`src/design/bdll_pkg.sv`:
```
`default_nettype none

package bdll_pkg;

    // widths of the item fields
    localparam int DATA_W = 32;
    localparam int CMD_W  = 2;
    localparam int STAT_W = 2;

    // default pool size and dump length limit
    localparam int CAPACITY_DEF = 16;
    localparam int MAX_RESULTS  = 16;

    typedef enum logic [CMD_W-1:0] {
        CMD_APPEND = 2'd0,
        CMD_INSERT = 2'd1,
        CMD_DELETE = 2'd2,
        CMD_DUMP   = 2'd3
    } t_cmd;

    typedef enum logic [STAT_W-1:0] {
        ST_OK        = 2'd0,
        ST_NOT_FOUND = 2'd1,
        ST_FULL      = 2'd2,
        ST_EMPTY     = 2'd3
    } t_status;

    typedef enum logic [3:0] {
        S_IDLE,
        S_APP_A,
        S_APP_B,
        S_SEARCH,
        S_WALK,
        S_INS_A,
        S_INS_B,
        S_DEL,
        S_DUMP,
        S_DUMP_WALK,
        S_RESP
    } t_state;

    // datapath operations issued by the controller
    typedef enum logic [3:0] {
        DP_NOP,
        DP_LOAD,
        DP_SRCH_START,
        DP_SRCH_STEP,
        DP_APP_A,
        DP_APP_B,
        DP_INS_A,
        DP_INS_B,
        DP_DEL,
        DP_EMIT_ITEM,
        DP_EMIT_STATUS
    } t_dp_op;

    typedef struct packed {
        t_dp_op  op;
        t_status status;
    } t_dp_ctl;

    typedef struct packed {
        t_cmd cmd;
        logic head_nil;
        logic match;
        logic walk_end;
        logic free_none;
        logic out_free;
        logic dump_last;
    } t_dp_stat;

endpackage

`default_nettype wire

```
`src/design/bdll_if.sv`:
```
`default_nettype none

// input channel: one command item
interface bdll_in_if;
    logic        valid;
    logic        ready;
    logic [1:0]  command;
    logic signed [31:0] key;
    logic signed [31:0] value;

    modport source (output valid, output command, output key, output value, input ready);
    modport sink   (input valid, input command, input key, input value, output ready);
endinterface

// output channel: one result item
interface bdll_out_if;
    logic        valid;
    logic        ready;
    logic [1:0]  status;
    logic signed [31:0] item;
    logic        last;

    modport source (output valid, output status, output item, output last, input ready);
    modport sink   (input valid, input status, input item, input last, output ready);
endinterface

`default_nettype wire

```
`src/design/bdll_dp.sv`:
```
`default_nettype none

module bdll_dp import bdll_pkg::*; #(
    parameter int CAPACITY = CAPACITY_DEF
) (
    input  logic                     i_clk,
    input  logic                     i_rst_n,
    input  t_dp_ctl                  i_ctl,
    output t_dp_stat                 o_stat,
    input  logic [CMD_W-1:0]         i_command,
    input  logic signed [DATA_W-1:0] i_key,
    input  logic signed [DATA_W-1:0] i_value,
    output logic                     o_out_valid,
    input  logic                     i_out_ready,
    output logic [STAT_W-1:0]        o_status,
    output logic signed [DATA_W-1:0] o_item,
    output logic                     o_last
);

    localparam int IW = $clog2(CAPACITY + 1);
    localparam int AW = $clog2(CAPACITY);
    localparam logic [IW-1:0] NIL = IW'(CAPACITY);

    // latched command
    t_cmd                r_cmd;
    logic [DATA_W-1:0]   r_key;
    logic [DATA_W-1:0]   r_val;

    // list control state
    logic [IW-1:0]       r_head, n_head;
    logic [IW-1:0]       r_tail, n_tail;
    logic [CAPACITY-1:0] r_used, n_used;
    logic [IW-1:0]       r_cur, n_cur;
    logic [IW-1:0]       r_steps, n_steps;
    logic [AW-1:0]       r_new;

    // node pool
    logic [DATA_W-1:0]   r_value_mem [CAPACITY];
    logic [IW-1:0]       r_next_mem  [CAPACITY];
    logic [IW-1:0]       r_prev_mem  [CAPACITY];
    logic [DATA_W-1:0]   r_rd_value;
    logic [IW-1:0]       r_rd_next;
    logic [IW-1:0]       r_rd_prev;

    // output register
    logic                r_out_valid, n_out_valid;
    t_status             r_out_status;
    logic [DATA_W-1:0]   r_out_item;
    logic                r_out_last;

    logic                out_load;
    t_status             out_status;
    logic [DATA_W-1:0]   out_item;
    logic                out_last;

    logic                rd_en;
    logic [AW-1:0]       rd_addr;
    logic                value_we, next_we, prev_we;
    logic [AW-1:0]       value_addr, next_addr, prev_addr;
    logic [IW-1:0]       next_data, prev_data;

    logic [AW-1:0]       free_idx;
    logic                free_none;
    logic                head_nil, tail_nil, rd_next_nil, rd_prev_nil;
    logic                steps_full, dump_last, out_free;

    // lowest unused entry
    always_comb begin
        free_idx = '0;
        for (int i = CAPACITY - 1; i >= 0; i--) begin
            if (!r_used[i]) free_idx = AW'(i);
        end
    end

    assign free_none   = &r_used;
    assign head_nil    = (r_head >= NIL);
    assign tail_nil    = (r_tail >= NIL);
    assign rd_next_nil = (r_rd_next >= NIL);
    assign rd_prev_nil = (r_rd_prev >= NIL);
    assign steps_full  = (r_steps >= NIL);
    assign dump_last   = rd_next_nil || steps_full || (32'(r_steps) >= MAX_RESULTS);
    assign out_free    = !r_out_valid || i_out_ready;

    assign o_stat.cmd       = r_cmd;
    assign o_stat.head_nil  = head_nil;
    assign o_stat.match     = (r_rd_value == r_key);
    assign o_stat.walk_end  = rd_next_nil || steps_full;
    assign o_stat.free_none = free_none;
    assign o_stat.out_free  = out_free;
    assign o_stat.dump_last = dump_last;

    // operation decode
    always_comb begin
        n_head     = r_head;
        n_tail     = r_tail;
        n_used     = r_used;
        n_cur      = r_cur;
        n_steps    = r_steps;
        rd_en      = 1'b0;
        rd_addr    = r_rd_next[AW-1:0];
        value_we   = 1'b0;
        next_we    = 1'b0;
        prev_we    = 1'b0;
        value_addr = free_idx;
        next_addr  = free_idx;
        prev_addr  = free_idx;
        next_data  = NIL;
        prev_data  = NIL;
        out_load   = 1'b0;
        out_status = ST_OK;
        out_item   = '0;
        out_last   = 1'b1;
        unique case (i_ctl.op)
            DP_NOP, DP_LOAD: begin
            end
            DP_SRCH_START: begin
                rd_en   = 1'b1;
                rd_addr = r_head[AW-1:0];
                n_cur   = r_head;
                n_steps = IW'(1);
            end
            DP_SRCH_STEP: begin
                rd_en   = 1'b1;
                n_cur   = r_rd_next;
                n_steps = r_steps + IW'(1);
            end
            DP_APP_A: begin
                value_we  = 1'b1;
                next_we   = 1'b1;
                next_data = NIL;
                prev_we   = 1'b1;
                prev_data = r_tail;
            end
            DP_APP_B: begin
                if (tail_nil) begin
                    n_head = IW'(r_new);
                end else begin
                    next_we   = 1'b1;
                    next_addr = r_tail[AW-1:0];
                    next_data = IW'(r_new);
                end
                n_tail        = IW'(r_new);
                n_used[r_new] = 1'b1;
            end
            DP_INS_A: begin
                value_we  = 1'b1;
                next_we   = 1'b1;
                next_data = r_cur;
                prev_we   = 1'b1;
                prev_data = r_rd_prev;
            end
            DP_INS_B: begin
                if (rd_prev_nil) begin
                    n_head = IW'(r_new);
                end else begin
                    next_we   = 1'b1;
                    next_addr = r_rd_prev[AW-1:0];
                    next_data = IW'(r_new);
                end
                prev_we       = 1'b1;
                prev_addr     = r_cur[AW-1:0];
                prev_data     = IW'(r_new);
                n_used[r_new] = 1'b1;
            end
            DP_DEL: begin
                if (rd_prev_nil) begin
                    n_head = r_rd_next;
                end else begin
                    next_we   = 1'b1;
                    next_addr = r_rd_prev[AW-1:0];
                    next_data = r_rd_next;
                end
                if (rd_next_nil) begin
                    n_tail = r_rd_prev;
                end else begin
                    prev_we   = 1'b1;
                    prev_addr = r_rd_next[AW-1:0];
                    prev_data = r_rd_prev;
                end
                n_used[r_cur[AW-1:0]] = 1'b0;
            end
            DP_EMIT_ITEM: begin
                out_load   = 1'b1;
                out_status = ST_OK;
                out_item   = r_rd_value;
                out_last   = dump_last;
                if (!dump_last) begin
                    rd_en   = 1'b1;
                    n_cur   = r_rd_next;
                    n_steps = r_steps + IW'(1);
                end
            end
            DP_EMIT_STATUS: begin
                out_load   = 1'b1;
                out_status = i_ctl.status;
            end
            default: begin
            end
        endcase
    end

    // output valid tracking
    always_comb begin
        n_out_valid = r_out_valid;
        if (out_load) begin
            n_out_valid = 1'b1;
        end else if (i_out_ready) begin
            n_out_valid = 1'b0;
        end
    end

    // control registers
    always_ff @(posedge i_clk) begin
        if (!i_rst_n) begin
            r_head      <= NIL;
            r_tail      <= NIL;
            r_used      <= '0;
            r_cur       <= NIL;
            r_steps     <= '0;
            r_out_valid <= 1'b0;
        end else begin
            r_head      <= n_head;
            r_tail      <= n_tail;
            r_used      <= n_used;
            r_cur       <= n_cur;
            r_steps     <= n_steps;
            r_out_valid <= n_out_valid;
        end
    end

    // payload registers
    always_ff @(posedge i_clk) begin
        if (i_ctl.op == DP_LOAD) begin
            r_cmd <= t_cmd'(i_command);
            r_key <= i_key;
            r_val <= i_value;
        end
        if (i_ctl.op == DP_APP_A || i_ctl.op == DP_INS_A) begin
            r_new <= free_idx;
        end
        if (out_load) begin
            r_out_status <= out_status;
            r_out_item   <= out_item;
            r_out_last   <= out_last;
        end
    end

    // node pool write ports
    always_ff @(posedge i_clk) begin
        if (value_we) r_value_mem[value_addr] <= r_val;
        if (next_we)  r_next_mem[next_addr]   <= next_data;
        if (prev_we)  r_prev_mem[prev_addr]   <= prev_data;
    end

    // node pool registered read
    always_ff @(posedge i_clk) begin
        if (rd_en) begin
            r_rd_value <= r_value_mem[rd_addr];
            r_rd_next  <= r_next_mem[rd_addr];
            r_rd_prev  <= r_prev_mem[rd_addr];
        end
    end

    assign o_out_valid = r_out_valid;
    assign o_status    = r_out_status;
    assign o_item      = r_out_item;
    assign o_last      = r_out_last;

endmodule

`default_nettype wire

```
`src/design/bdll_ctrl.sv`:
```
`default_nettype none

module bdll_ctrl import bdll_pkg::*; (
    input  logic             i_clk,
    input  logic             i_rst_n,
    input  logic             i_in_valid,
    input  logic [CMD_W-1:0] i_command,
    output logic             o_in_ready,
    input  t_dp_stat         i_stat,
    output t_dp_ctl          o_ctl
);

    t_state  r_state, n_state;
    t_status r_status, n_status;

    // state register
    always_ff @(posedge i_clk) begin
        if (!i_rst_n) begin
            r_state  <= S_IDLE;
            r_status <= ST_OK;
        end else begin
            r_state  <= n_state;
            r_status <= n_status;
        end
    end

    // next state
    always_comb begin
        n_state  = r_state;
        n_status = r_status;
        unique case (r_state)
            S_IDLE: begin
                if (i_in_valid) begin
                    case (t_cmd'(i_command))
                        CMD_APPEND: n_state = S_APP_A;
                        CMD_INSERT, CMD_DELETE: n_state = S_SEARCH;
                        default: n_state = S_DUMP;
                    endcase
                end
            end
            S_APP_A: begin
                if (i_stat.free_none) begin
                    n_status = ST_FULL;
                    n_state  = S_RESP;
                end else begin
                    n_state = S_APP_B;
                end
            end
            S_APP_B, S_INS_B, S_DEL: begin
                n_status = ST_OK;
                n_state  = S_RESP;
            end
            S_SEARCH: begin
                if (i_stat.head_nil) begin
                    n_status = ST_NOT_FOUND;
                    n_state  = S_RESP;
                end else begin
                    n_state = S_WALK;
                end
            end
            S_WALK: begin
                if (i_stat.match) begin
                    n_state = (i_stat.cmd == CMD_INSERT) ? S_INS_A : S_DEL;
                end else if (i_stat.walk_end) begin
                    n_status = ST_NOT_FOUND;
                    n_state  = S_RESP;
                end
            end
            S_INS_A: begin
                if (i_stat.free_none) begin
                    n_status = ST_FULL;
                    n_state  = S_RESP;
                end else begin
                    n_state = S_INS_B;
                end
            end
            S_DUMP: begin
                if (i_stat.head_nil) begin
                    n_status = ST_EMPTY;
                    n_state  = S_RESP;
                end else begin
                    n_state = S_DUMP_WALK;
                end
            end
            S_DUMP_WALK: begin
                if (i_stat.out_free && i_stat.dump_last) n_state = S_IDLE;
            end
            S_RESP: begin
                if (i_stat.out_free) n_state = S_IDLE;
            end
            default: n_state = S_IDLE;
        endcase
    end

    // datapath commands
    always_comb begin
        o_in_ready   = 1'b0;
        o_ctl.op     = DP_NOP;
        o_ctl.status = r_status;
        unique case (r_state)
            S_IDLE: begin
                o_in_ready = 1'b1;
                if (i_in_valid) o_ctl.op = DP_LOAD;
            end
            S_APP_A: begin
                if (!i_stat.free_none) o_ctl.op = DP_APP_A;
            end
            S_APP_B: o_ctl.op = DP_APP_B;
            S_SEARCH, S_DUMP: begin
                if (!i_stat.head_nil) o_ctl.op = DP_SRCH_START;
            end
            S_WALK: begin
                if (!i_stat.match && !i_stat.walk_end) o_ctl.op = DP_SRCH_STEP;
            end
            S_INS_A: begin
                if (!i_stat.free_none) o_ctl.op = DP_INS_A;
            end
            S_INS_B: o_ctl.op = DP_INS_B;
            S_DEL:   o_ctl.op = DP_DEL;
            S_DUMP_WALK: begin
                if (i_stat.out_free) o_ctl.op = DP_EMIT_ITEM;
            end
            S_RESP: begin
                if (i_stat.out_free) o_ctl.op = DP_EMIT_STATUS;
            end
            default: o_ctl.op = DP_NOP;
        endcase
    end

endmodule

`default_nettype wire

```
`src/design/bounded_doubly_linked_list.sv`:
```
// Bounded doubly linked list of signed 32-bit values in a pool of CAPACITY nodes.
// i_in carries command items (append, insert before key, delete key, dump);
// o_out carries result items (status, item, last). Both are valid/ready channels.
// Commands are handled one at a time: i_in.ready is high only while the
// controller waits for a new command.
// After accept, append runs S_APP_A and S_APP_B and then S_RESP (a full pool goes
// from S_APP_A straight to S_RESP); insert and delete run S_SEARCH and one S_WALK
// step per node walked, then S_INS_A and S_INS_B or S_DEL, then S_RESP; insert
// into a full pool stops at S_INS_A, a miss at the end of the walk and an empty
// list at S_SEARCH. Dump passes S_DUMP and then shows one value per cycle while
// the receiver takes them, up to min(CAPACITY, 16) values.
// The walk through the node pool makes one registered read per node.
// Reset clears the used marks and sets head and tail to the empty marker; node
// contents are not cleared. The block accepts commands as soon as reset is
// released.
// Results sit in an output register; when the receiver stalls, the register and
// the dump walk hold until o_out.ready returns.
`default_nettype none

module bounded_doubly_linked_list import bdll_pkg::*; #(
    parameter int CAPACITY = CAPACITY_DEF
) (
    input  logic       i_clk,
    input  logic       i_rst_n,
    bdll_in_if.sink    i_in,
    bdll_out_if.source o_out
);

    t_dp_ctl  ctl;
    t_dp_stat stat;

    // sequencer
    bdll_ctrl u_ctrl (
        .i_clk      (i_clk),
        .i_rst_n    (i_rst_n),
        .i_in_valid (i_in.valid),
        .i_command  (i_in.command),
        .o_in_ready (i_in.ready),
        .i_stat     (stat),
        .o_ctl      (ctl)
    );

    // node pool, links and output register
    bdll_dp #(
        .CAPACITY (CAPACITY)
    ) u_dp (
        .i_clk       (i_clk),
        .i_rst_n     (i_rst_n),
        .i_ctl       (ctl),
        .o_stat      (stat),
        .i_command   (i_in.command),
        .i_key       (i_in.key),
        .i_value     (i_in.value),
        .o_out_valid (o_out.valid),
        .i_out_ready (o_out.ready),
        .o_status    (o_out.status),
        .o_item      (o_out.item),
        .o_last      (o_out.last)
    );

endmodule

`default_nettype wire

```
`src/flat_wrapper.sv`:
```
// flat-port wrapper written by rule: the top's interface ports become plain ports
module bounded_doubly_linked_list_flat import bdll_pkg::*;
#(
    parameter int CAPACITY = CAPACITY_DEF
)
  (i_clk, i_rst_n, i_in_valid, i_in_command, i_in_key, i_in_value, i_in_ready, o_out_valid, o_out_status, o_out_item, o_out_last, o_out_ready);
  bdll_in_if i_in_i ();
  bdll_out_if o_out_i ();
  input  logic i_clk;
  input  logic i_rst_n;
  input wire logic [$bits(i_in_i.valid)-1:0] i_in_valid;
  input wire logic [$bits(i_in_i.command)-1:0] i_in_command;
  input wire logic [$bits(i_in_i.key)-1:0] i_in_key;
  input wire logic [$bits(i_in_i.value)-1:0] i_in_value;
  output wire logic [$bits(i_in_i.ready)-1:0] i_in_ready;
  output wire logic [$bits(o_out_i.valid)-1:0] o_out_valid;
  output wire logic [$bits(o_out_i.status)-1:0] o_out_status;
  output wire logic [$bits(o_out_i.item)-1:0] o_out_item;
  output wire logic [$bits(o_out_i.last)-1:0] o_out_last;
  input wire logic [$bits(o_out_i.ready)-1:0] o_out_ready;
  assign i_in_i.valid = i_in_valid;
  assign i_in_i.command = i_in_command;
  assign i_in_i.key = i_in_key;
  assign i_in_i.value = i_in_value;
  assign i_in_ready = i_in_i.ready;
  assign o_out_valid = o_out_i.valid;
  assign o_out_status = o_out_i.status;
  assign o_out_item = o_out_i.item;
  assign o_out_last = o_out_i.last;
  assign o_out_i.ready = o_out_ready;
  bounded_doubly_linked_list #(.CAPACITY(CAPACITY)) u_core (.i_clk(i_clk), .i_rst_n(i_rst_n), .i_in(i_in_i), .o_out(o_out_i));
endmodule
```
`config.mk`:
```
export PLATFORM = sky130hd
export DESIGN_NAME = bounded_doubly_linked_list_flat
export DESIGN_NICKNAME = d
export VERILOG_FILES = /design/src/design/bdll_pkg.sv /design/src/design/bdll_if.sv /design/src/design/bdll_dp.sv /design/src/design/bdll_ctrl.sv /design/src/design/bounded_doubly_linked_list.sv /design/src/flat_wrapper.sv
export SDC_FILE = /design/constraint.sdc
export NUM_CORES = 1
export LEC_CHECK = 0
export BUFFER_PORTS_ARGS = -buffer_cell sky130_fd_sc_hd__buf_2
export CORE_MARGIN = 2
export CORE_UTILIZATION = 56
export DETAILED_ROUTE_END_ITERATION = 12
export PLACE_DENSITY_LB_ADDON = 0.2
export SLEW_MARGIN = 20
export SYNTH_ARGS = -nofsm -noshare
export SYNTH_HDL_FRONTEND = slang
export SYNTH_SLANG_ARGS = --single-unit
```
`constraint.sdc`:
```
create_clock -name i_clk -period 4.45 [get_ports i_clk]
set_clock_uncertainty 0.15 [all_clocks]
set_input_delay 0.2225 -clock i_clk [delete_from_list [all_inputs] [get_ports i_clk]]
set_output_delay 0.2225 -clock i_clk [all_outputs]
set_load 0.005 [all_outputs]
```
==> run summary, run 1 <==
Final wirelength: 77.7 mm
Clock period minus worst slack: 3.97 ns
Worst rel slew slack: 24.6%
Via count of the first global-routing pass: 18300
GRT Residual Overflow: 0
# Post-CTS Setup Buffers: 0
Clock power share: 34.6%
FILL cells: 3790
Final Hold Viols: 0
Worst min path class: in -> reg
Post-cts sizing count: 0
Number of storage elements in the synthesis netlist: 862
Number of nets at the end of the flow: 2085
Detail-routed net length per standard cell: 27.3 µm
Fraction of final layout cells with drive strength greater than 1: 25.7%
TritonCTS clock tree: done
Family of cells with the greatest summed delay on the critical path: simple AND/OR/NAND/NOR gates
Area growth from synthesis to final layout: 16.5%
Initial core utilization: 56.8%
CP Data Arrival Time: 4.06 ns
GRT Overall Usage: 25.5%
Share of total power in sequential cells: 51.1%
Maximum number of pins on one net before global-route repair: 67
Outcome: complete, no violations
Count of buffer and inverter cells on the critical path: 0
Origin of the worst min-delay path: i_in_value[6]
Net switching component of the power: 5350 µW
Critical path launch point: u_core.u_ctrl.r_state[0]
Worst Setup End Kind: register
Most frequent cells in the layout: edfxtp_1 (819), mux4_2 (168), buf_2 (106)
Internal power consumption: 15200 µW
Ys async rst share: 0%
Row cnt: 89
Total Die Area: 62000 µm²
Number of enable flip-flop cells after synthesis: 819
Global placer's final weighted congestion: 0.923
Clock root cell: clkbuf_16
Leakage power figure: 0.0129 µW
Top-area cell type share of the netlist area: 73.1%
Setup violation total in the final timing report: 0
Clock latency at the later pin of the worst-skew pair: 0.63 ns
Flip-flop cell with the highest count after synthesis: edfxtp_1
Setup CP Type: reg -> reg
Proportion of power drawn by combinational gates: 14.4%
Final period util: 89.2%
Reg clk slew, reported paths: 0.07 ns
Most common cell after layout, fill and taps aside: edfxtp_1
Crit path max fanout: 26
Finished Core Util: 66.1%
DRC: 0
Via total after detailed routing: 18000
Final worst hold slack: 0.147 ns
Post-synthesis cell type count: 77
Slew @ Worst Pin: 1.12 ns
Max-cap viol count: 0
Number of DRC markers after the initial detailed-route iteration: 2068
Boundary pin count: 107
Number of instances in the synthesized netlist: 1756
CTS max path bufs: 3
Die height: 249 µm
Startpoint Class: register
FF-to-FF Start: u_core.u_ctrl.r_state[0]
Post-DP HPWL: 46.1 mm
Global-route wire length before repair: 116 mm
Fmax: 252 MHz
Number of antenna violations at the first check in global routing: 2
Number of antenna-violating nets in the routed design: 0
Number of buffers inserted by port buffering: 106
CTS sink count: 862
Top cell type by total area after synthesis: edfxtp_1
Die Width: 249 µm
Share of total power consumed by net switching: 26.0%
Syn Area/Cell: 19.1 µm²
Number of buffers inserted during clock tree synthesis: 85
Crit path largest cell delay: 0.84 ns
Critical path required time: 4.54 ns
TNS Setup: 0 ns
Post-detailed-route via-to-cell ratio: 6.32
Yosys warnings: 0
Post-Syn Nets: 1828
Cell area after synthesis: 33600 µm²
Sequential fraction of the synthesis area: 75.7%
Area contributors post-synth: edfxtp_1 (73%), mux4_2 (11%), dfxtp_1 (2.6%)
Antenna Diode Count: 0
Floorplan core area: 59200 µm²
Total iterations of the first detailed-routing run: 7
Ratio of total power to cell area: 526 nW/µm²
Final Slew Violations: 0
RSZ-0062 raised after global routing: no
H-tree Lvls: 3
VDD IR max: 0.351 mV
Max stage delay cell, worst path: dfxtp_1
Cell Chain, Critical Path: nor3b_2, o41ai_4, o31ai_1, o2111ai_1, nor3_1
==> cells in the mapped netlist (15+ instances only) <==
master and instances:
nor2_1 55, dfxtp_1 43, a22oi_1 92, o21ai_0 30, nor3_1 22, xor2_1 32
edfxtp_1 819, a21oi_1 44, mux4_2 168, nor4_1 20, inv_1 23, clkbuf_1 42
nand2_1 88, buf_2 36, and2_1 41, a211oi_1 16, nand3_1 15
==> through the flow <==
| step | instances | setup slack (ns) | power (µW) | cell area, µm² |
|---|---|---|---|---|
| after floorplan | 1756 | 0.238 | 12300 | 33600 |
| after global placement | 2630 | 0.520 | 13500 | 35700 |
| after detailed placement | 2630 | 0.508 | 13600 | 35700 |
| after CTS | 2851 | 0.477 | 20600 | 39100 |
| after global routing | 2851 | 0.209 | 21300 | 39200 |
| final | 2851 | 0.482 | 20600 | 39200 |
==> registers in the layout, indices dropped and copies added, names as in the netlist, 16 cells and up <==
register / flops
u_core.u_dp.r_val: 32
u_core.u_dp.r_key: 32
u_core.u_dp.r_rd_value: 32
u_core.u_dp.r_value_mem: 512
u_core.u_dp.r_next_mem: 80
u_core.u_dp.r_used: 16
u_core.u_dp.r_prev_mem: 80
u_core.u_dp.o_item: 32
==> logic make-up (layout without fill, tap and decap cells) <==
kind of cell	Yosys count	after routing	share of synthesized area, %
and+or+nand+nor	315	315	4.96
xor gates and xnor gates	32	32	0.834
adders and majority gates	2	2	0.0744
DFF	862	862	75.7
buffers and inverters	110	432	1.42
muxes	177	177	11.5
AOI/OAI and AO/OA	258	258	5.46
==> power groups by stage <==
stage	logic (µW)	registers, µW	clock network (µW)
CTS	2960	10500	7200
detailed placement	2900	10700	0
global route	3200	10600	7530
finish	2950	10500	7110
global placement	2860	10600	0
floorplan	1960	10400	0
==> worst register-to-register path: stages, from the launching register on <==
cell,delay [ns]
dfxtp_1,0.84
nor3b_2,0.60
o41ai_4,0.30
o31ai_1,0.70
o2111ai_1,0.25
nor3_1,0.73
==> worst paths after layout <==
kind | to | slack (ns) | cells after the start
setup / recovery | u_core.u_dp.r_next_mem[12][2] | 0.48 | 5
hold / removal | u_core.u_dp.r_val[6] | 0.15 | 2
setup reg to reg | u_core.u_dp.r_next_mem[12][2] | 0.48 | 5
hold reg to reg | u_core.u_ctrl.r_status[0] | 0.32 | 2
==> repair_timing <==
item	in CTS	in global routing
hold endpoints to repair	81	0
endpoints found under the setup margin	0	0
hold buffers	69	0
==> routing by layer <==
| metal | part of all wire [%] | track usage (%) |
|---|---|---|
| met5 | 0 | 0 |
| met4 | 2.3 | 7.54 |
| met3 | 10 | 6.42 |
| met2 | 46 | 38.9 |
| met1 | 41 | 36.9 |
==> layout make-up <==
cell class,count,area (µm²),area share [%]
Sequential cell,862,25500,65.0
Clock buffer,97,2190,5.60
Multi-Input combinational cell,784,7880,20.1
Inverter,25,93.8,0.240
Tap cell,773,967,2.47
Clock inverter,55,553,1.41
Timing Repair Buffer,255,2010,5.13
No activity file was read; power rests on OpenSTA's default activity.
==> run 2, diff against run 1 <==
ABC_AREA = 1   (was unset)
==> run summary, run 2 <==
FILL cells: 4360 (+15%)
Post-synthesis cell type count: 46 (-40%)
Final wirelength: 86.1 mm (+11%)
Die height: 252 µm (+1.2%)
Worst rel slew slack: 26.5% (+1.9 points)
Clock root cell: clkbuf_16
Clock period minus worst slack: 3.87 ns (-0.101 ns)
CTS max path bufs: 3 (unchanged)
Most flops, register: u_core.u_dp.r_value_mem
Final Hold Viols: 0 (unchanged)
# Post-CTS Setup Buffers: 0 (unchanged)
TNS Setup: 0 ns (unchanged)
Number of nets at the end of the flow: 2893 (+39%)
RSZ-0062 raised after global routing: no
Maximum number of pins on one net before global-route repair: 162 (+140%)
Clock power share: 35.8% (+1.2 points)
Fmax: 259 MHz (+2.6%)
Number of buffers inserted by port buffering: 106 (unchanged)
Number of DRC markers after the initial detailed-route iteration: 2876 (+39%)
Yosys warnings: 0 (unchanged)
CTS sink count: 862 (unchanged)
Number of enable flip-flop cells after synthesis: 819 (unchanged)
Cell area after synthesis: 34400 µm² (+2.4%)
Setup CP Type: reg -> reg
Initial core utilization: 56.8% (+0.067 points)
Max-cap viol count: 0 (unchanged)
Post-detailed-placement cell area: 35800 µm² (+0.39%)
Floorplan core area: 60600 µm² (+2.3%)
GRT Overall Usage: 27.0% (+1.6 points)
Syn Area/Cell: 12.9 µm² (-32%)
Largest registers: u_core.u_dp.r_value_mem: 512 flops, u_core.u_dp.r_next_mem: 80 flops, u_core.u_dp.r_prev_mem: 80 flops
Global placer's final weighted congestion: 0.904 (-2.1%)
Post-detailed-route via-to-cell ratio: 6.07 (-4.0%)
Most repeated cell in the gate-level netlist after synthesis: edfxtp_1
Critical path required time: 4.66 ns (+0.12 ns)
Leading cell types by count after synthesis: edfxtp_1 (819), nor2_1 (415), o21ai_0 (378)
Final instance area: 39400 µm² (+0.51%)
DRC: 0 (unchanged)
GRT Residual Overflow: 0 (unchanged)
Overall power after layout: 20200 µW (-1.9%)
Share of total power in sequential cells: 51.1% (about the same)
Number of antenna-violating nets in the routed design: 0 (unchanged)
Area contributors post-synth: edfxtp_1 (71%), o21ai_0 (5.5%), nor2_1 (4.5%)
Post-DP HPWL: 46.2 mm (+0.34%)
Internal power consumption: 14800 µW (-2.5%)
Die Width: 252 µm (+1.2%)
Total Die Area: 63500 µm² (+2.3%)
Outcome: complete, no violations
CP Data Arrival Time: 4.08 ns (+0.02 ns)
Final Slew Violations: 0 (unchanged)
Slew @ Worst Pin: 1.10 ns (-0.0186 ns)
Number of buffers inserted during clock tree synthesis: 87 (+2.4%)
H-tree Lvls: 3 (unchanged)
Via count of the first global-routing pass: 21500 (+18%)
Finished Core Util: 65.0% (-1.1 points)
Area growth from synthesis to final layout: 14.3%
Crit path max fanout: 161 (+520%)
Worst Setup End Kind: register
Net switching component of the power: 5350 µW (about the same)
Total iterations of the first detailed-routing run: 6 (-1)
Most frequent cells in the layout: edfxtp_1 (819), nor2_1 (398), o21ai_0 (378)
Leakage power figure: 0.0131 µW (+1.5%)
Via total after detailed routing: 22300 (+24%)
Startpoint Class: register
Boundary pin count: 107 (unchanged)
Number of storage elements in the synthesis netlist: 862 (unchanged)
Share of total power consumed by net switching: 26.5% (+0.48 points)
Ratio of total power to cell area: 513 nW/µm² (-2.4%)
Top-area cell type share of the netlist area: 71.4% (-1.7 points)
VDD IR max: 0.297 mV (-15%)
Flip-flop count of the largest register after layout: 512 (unchanged)
TritonCTS clock tree: done
Clock latency at the later pin of the worst-skew pair: 0.63 ns (about the same)
Fraction of final layout cells with drive strength greater than 1: 11.9% (-14 points)
Most common cell after layout, fill and taps aside: edfxtp_1
Global-route wire length before repair: 129 mm (+11%)
Post-Syn Nets: 2732 (+49%)
Ys async rst share: 0% (unchanged)
Worst min path class: in -> reg
Row cnt: 90 (+1.1%)
Antenna Diode Count: 0 (unchanged)
Number of antenna violations at the first check in global routing: 0 (-2)
Detail-routed net length per standard cell: 23.5 µm (-14%)
Proportion of power drawn by combinational gates: 13.1% (-1.3 points)
Number of instances in the synthesized netlist: 2660 (+51%)
Final period util: 86.9% (-2.3 points)
Sequential fraction of the synthesis area: 73.9% (-1.8 points)
Top cell type by total area after synthesis: edfxtp_1
Reg clk slew, reported paths: 0.06 ns (about the same)
Setup violation total in the final timing report: 0 (unchanged)
Flip-flop cell with the highest count after synthesis: edfxtp_1
-- run 2: kinds of logic (layout without fill, tap and decap cells) --
kind of cell / after synthesis / after routing / share of synthesized area [%]
compound gates: 695 / 695 / 12.3
xor+xnor: 25 / 25 / 0.636
flops: 862 / 862 / 73.9
buf+inv: 323 / 551 / 4.06
fa+ha+maj: 2 / 2 / 0.0727
simple gates: 753 / 753 / 9.04
-- run 2: metal layers --
layer | wire length, µm | vias to the layer above | track usage, %
met2 | 40300 | 1119 | 42.3
met1 | 35700 | 10900 | 39.9
li1 | - | 10100 | -
met3 | 8260 | 136 | 4.26
met5 | 0 | - | 0
met4 | 1760 | 0 | 7.24
-- run 2: cell type report --
class	instances	area [µm²]	area share, %
well taps	782	978	2.49
clock buffers	110	2330	5.91
inverters	171	656	1.67
repair buffers	224	1720	4.36
flip-flops and latches	862	25500	64.7
clock inverters	46	490	1.25
multi-input cells	1475	7730	19.7
-- run 2: power groups by stage --
| stage | registers (µW) | logic, µW | clock network (µW) |
|---|---|---|---|
| after floorplan | 10300 | 1730 | 0 |
| final | 10300 | 2650 | 7240 |
| after global routing | 10400 | 2900 | 7650 |
| after global placement | 10400 | 2510 | 0 |
| after detailed placement | 10500 | 2570 | 0 |
| after CTS | 10300 | 2630 | 7340 |
-- run 2: per-stage QoR --
stage	hold slack, ns	setup slack (ns)	instances
after floorplan	0.171	0.198	2660
after global placement	0.249	0.828	3444
after detailed placement	0.251	0.680	3444
after CTS	0.113	0.649	3670
after global routing	0.145	0.342	3670
final	0.156	0.583	3670
-- run 2: final timing paths --
check	from	end	slack, ns	cells after the start
max	u_core.u_ctrl.r_state[1]	u_core.u_dp.r_rd_value[15]	0.58	12
min	i_in_value[2]	u_core.u_dp.r_val[2]	0.16	2
max reg2reg	u_core.u_ctrl.r_state[1]	u_core.u_dp.r_rd_value[15]	0.58	12
min reg2reg	u_core.u_ctrl.r_status[1]	u_core.u_ctrl.r_status[1]	0.31	2
-- run 2: critical path, cell delays in order, from the launching register on --
cell and delay, ns:
dfxtp_1 0.42, nor2_2 0.07, nand2_2 0.11, nor2_4 0.05, nand2_2 0.06, nand2_2 0.23, o21ai_4 0.84, inv_8 0.51
buf_12 0.40, o21ai_0 0.23, o22ai_1 0.11, o211ai_1 0.19, nand2_1 0.09
-- run 2: timing repair --
item,in CTS,in global routing
hold buffers,70,0
endpoints found under the hold margin,93,0
endpoints found under the setup margin,0,0
gates resized for setup,0,0
==> run 3, diff against run 2 <==
SYNTH_HIERARCHICAL = 1   (was unset)
==> run summary, run 3 <==
Flip-flop cell with the highest count after synthesis: edfxtp_1
Count of buffer and inverter cells on the critical path: 6 (+4)
Setup CP Type: reg -> reg
Placed instance count: 3497 (+1.5%)
Fmax: 235 MHz (-9.3%)
Cell Chain, Critical Path: xnor2_2, nand4_1, nor4_2, and2_4, inv_1, nand4_1, nand4_1, nor2_1, nand2_2, nand2_4, nor2_4, inv_4, nand3_4, inv_4, nor2_4, inv_2, a21oi_2, buf_4, inv_2, nand3_2, nor2_4
GRT Overall Usage: 27.8% (+0.73 points)
Via count of the first global-routing pass: 22200 (+3.1%)
Ys async rst share: 0% (unchanged)
Global placer's final weighted congestion: 0.918 (+1.6%)
Total Die Area: 63300 µm² (-0.23%)
CTS max path bufs: 3 (unchanged)
Post-detailed-placement cell area: 36800 µm² (+2.6%)
TritonCTS clock tree: done
Global-route wire length before repair: 132 mm (+2.5%)
Leakage power figure: 0.0140 µW (+6.6%)
Critical path launch point: u_core/u_dp/r_rd_value[11]
FILL cells: 4084 (-6.3%)
Family of cells with the greatest summed delay on the critical path: simple AND/OR/NAND/NOR gates
Post-route non-filler standard cell count: 3748 (+2.1%)
CTS sink count: 862 (unchanged)
Cell area after synthesis: 34300 µm² (-0.24%)
Total iterations of the first detailed-routing run: 5 (-1)
Reg clk slew, reported paths: 0.06 ns (about the same)
Top cell type by total area after synthesis: edfxtp_1
Number of instances in the synthesized netlist: 2643 (-0.64%)
Post-detailed-route via-to-cell ratio: 6.16 (+1.5%)
DP Worst Slack: -0.0940 ns (-0.774 ns)
Detail-routed net length per standard cell: 24.1 µm (+2.8%)
Worst rel slew slack: 47.1% (+21 points)
CP Data Arrival Time: 4.44 ns (+0.36 ns)
Clock latency at the later pin of the worst-skew pair: 0.64 ns (about the same)
Worst Setup End Kind: register
Area contributors post-synth: edfxtp_1 (72%), nor2_1 (5.2%), o21ai_0 (4.8%)
Maximum number of pins on one net before global-route repair: 81 (-50%)
Die Width: 252 µm (-0.12%)
Clock period minus worst slack: 4.26 ns (+0.396 ns)
Crit path depth: 21 (+9)
Post-DP HPWL: 50.6 mm (+9.5%)
Leading cell types by count after synthesis: edfxtp_1 (819), nor2_1 (473), o21ai_0 (329)
Via total after detailed routing: 23100 (+3.7%)
Number of antenna-violating nets in the routed design: 0 (unchanged)
Setup violation total in the final timing report: 0 (unchanged)
Final worst setup slack: 0.188 ns (-0.396 ns)
DRC: 0 (unchanged)
Number of enable flip-flop cells after synthesis: 819 (unchanged)
Number of buffers inserted during clock tree synthesis: 86 (-1.1%)
Largest registers: u_core/u_dp/r_value_mem: 512 flops, u_core/u_dp/r_next_mem: 80 flops, u_core/u_dp/r_prev_mem: 80 flops
Slew @ Worst Pin: 0.789 ns (-0.314 ns)
Worst reg2reg endpoint: u_core/u_dp/r_next_mem[15][4]
Final wirelength: 90.4 mm (+5.0%)
Crit path largest cell delay: 0.54 ns (-0.30 ns)
Crit path max fanout: 9 (-94%)
Reg-to-reg setup timing slack: 0.19 ns (-0.40 ns)
Final Slew Violations: 0 (unchanged)
Number of storage elements in the synthesis netlist: 862 (unchanged)
Flip-flop count of the largest register after layout: 512 (unchanged)
Final period util: 95.8% (+8.9 points)
VDD IR max: 0.412 mV (+39%)
Floorplan core area: 60500 µm² (-0.19%)
Area growth from synthesis to final layout: 19.7%
Startpoint Class: register
Max stage delay cell, worst path: edfxtp_1
Boundary pin count: 107 (unchanged)
Most repeated cell in the gate-level netlist after synthesis: edfxtp_1
Post-Syn Nets: 2715 (-0.62%)
Fraction of final layout cells with drive strength greater than 1: 17.1% (+5.2 points)
Sequential fraction of the synthesis area: 74.1% (+0.18 points)
Final Hold Viols: 0 (unchanged)
Number of antenna violations at the first check in global routing: 1 (+1)
Final instance area: 41100 µm² (+4.4%)
Overall power after layout: 23400 µW (+16%)
GRT Residual Overflow: 0 (unchanged)
Outcome: complete, no violations
Critical path required time: 4.63 ns (-0.03 ns)
Die height: 252 µm (-0.12%)
Most flops, register: u_core/u_dp/r_value_mem
Most common cell after layout, fill and taps aside: edfxtp_1
Number of nets at the end of the flow: 2970 (+2.7%)
Number of DRC markers after the initial detailed-route iteration: 3035 (+5.5%)
FF-to-FF Start: u_core/u_dp/r_rd_value[11]
Post-synthesis cell type count: 50 (+8.7%)
RSZ-0062 raised after global routing: yes
Worst min path class: in -> reg
Top-area cell type share of the netlist area: 71.6% (+0.17 points)
Most frequent cells in the layout: edfxtp_1 (819), nor2_1 (437), o21ai_0 (320)
Syn Area/Cell: 13.0 µm² (+0.41%)
Worst Reg-to-Reg Cells: 21 (+9)
CP endpoint: u_core/u_dp/r_next_mem[15][4]
Number of buffers inserted by port buffering: 106 (unchanged)
Antenna Diode Count: 0 (unchanged)
Max-cap viol count: 0 (unchanged)
Clock root cell: clkbuf_16
Ratio of total power to cell area: 569 nW/µm² (+11%)
Row cnt: 90 (unchanged)
Initial core utilization: 56.8% (about the same)
Yosys warnings: 6 (+6)
H-tree Lvls: 3 (unchanged)
[run 3: changes by cell type after synthesis, sizes merged, moves of 9 or more]
cell,before,now
nand3,102,74
nor2,425,488
o221ai,88,126
o211ai,87,52
inv,170,135
o21ai,407,387
buf,85,67
o211a,0,9
clkbuf,67,86
nor3,22,8
[run 3: where the power goes]
| part | switching [µW] | internal, µW | total [µW] |
|---|---|---|---|
| registers | 848 | 10500 | 11300 |
| logic | 3010 | 1460 | 4480 |
| clock network | 3060 | 4510 | 7570 |
[run 3: layout make-up]
cell class | instances | area [µm²] | share of cell area [%]
clock inverters | 58 | 732 | 1.78
clock buffers | 98 | 2240 | 5.45
flip-flops and latches | 862 | 25500 | 61.9
inverters | 137 | 546 | 1.33
well taps | 782 | 978 | 2.38
multi-input cells | 1491 | 8150 | 19.8
repair buffers | 319 | 3000 | 7.30
repair inverters | 1 | 8.76 | 0.0213
[run 3: timing repair]
item,4_1_cts,5_1_grt
pin swaps,0,21
hold buffers,70,0
buffers inserted,0,18
endpoints found under the setup margin,9,197
hold endpoints to repair,76,0
gates resized for setup,2,87
cloned,0,7
[run 3: worst min-delay path by stage]
stage | end | cells past startpoint | slack [ns] | from
global route | u_core/u_dp/r_val[21] | 2 | 0.12 | i_in_value[21]
floorplan | u_core/u_dp/r_cmd[0] | 0 | 0.17 | i_in_command[0]
global placement | u_core/u_dp/r_val[10] | 1 | 0.25 | i_in_value[10]
detailed placement | u_core/u_dp/r_key[2] | 1 | 0.25 | i_in_key[2]
finish | u_core/u_dp/r_key[2] | 2 | 0.14 | i_in_key[2]
CTS | u_core/u_dp/r_val[24] | 2 | 0.10 | i_in_value[24]
[run 3: metal layers]
metal | track usage (%) | vias up | routed length (µm)
met5 | 0 | - | 0
met4 | 7.96 | 0 | 2210
met3 | 5.29 | 183 | 9420
met2 | 43.9 | 1305 | 42200
met1 | 39.7 | 11300 | 36500
li1 | - | 10300 | -
[run 3: metrics by stage]
step,util (%),setup TNS [ns],hold WS (ns)
5_1_grt,68.0,-5.80,0.119
3_3_place_gp,60.8,0,0.249
3_5_place_dp,60.8,-0.220,0.251
2_1_floorplan,-,0,0.171
6_report,68.0,0,0.139
4_1_cts,66.9,0,0.103
[run 3: kinds of logic (layout without fill, tap and decap cells)]
family | Yosys count | after routing | synth area share, %
flip-flops | 862 | 862 | 74.1
AND/OR/NAND/NOR | 779 | 779 | 9.36
AO/OA/AOI/OAI | 682 | 682 | 12.2
buffers and inverters | 290 | 613 | 3.50
XOR/XNOR | 28 | 28 | 0.714
adder cells (fa/ha/maj) | 2 | 2 | 0.0729
[run 3: worst reg2reg max path, cell delays in order (launching register included)]
cell and delay (ns):
edfxtp_1 0.54, xnor2_2 0.18, nand4_1 0.21, nor4_2 0.36, and2_4 0.22, inv_1 0.05, nand4_1 0.20, nand4_1 0.24
nor2_1 0.24, nand2_2 0.13, nand2_4 0.12, nor2_4 0.05, inv_4 0.08, nand3_4 0.09, inv_4 0.12, nor2_4 0.05
inv_2 0.07, a21oi_2 0.07, buf_4 0.16, inv_2 0.08, nand3_2 0.25, nor2_4 0.29
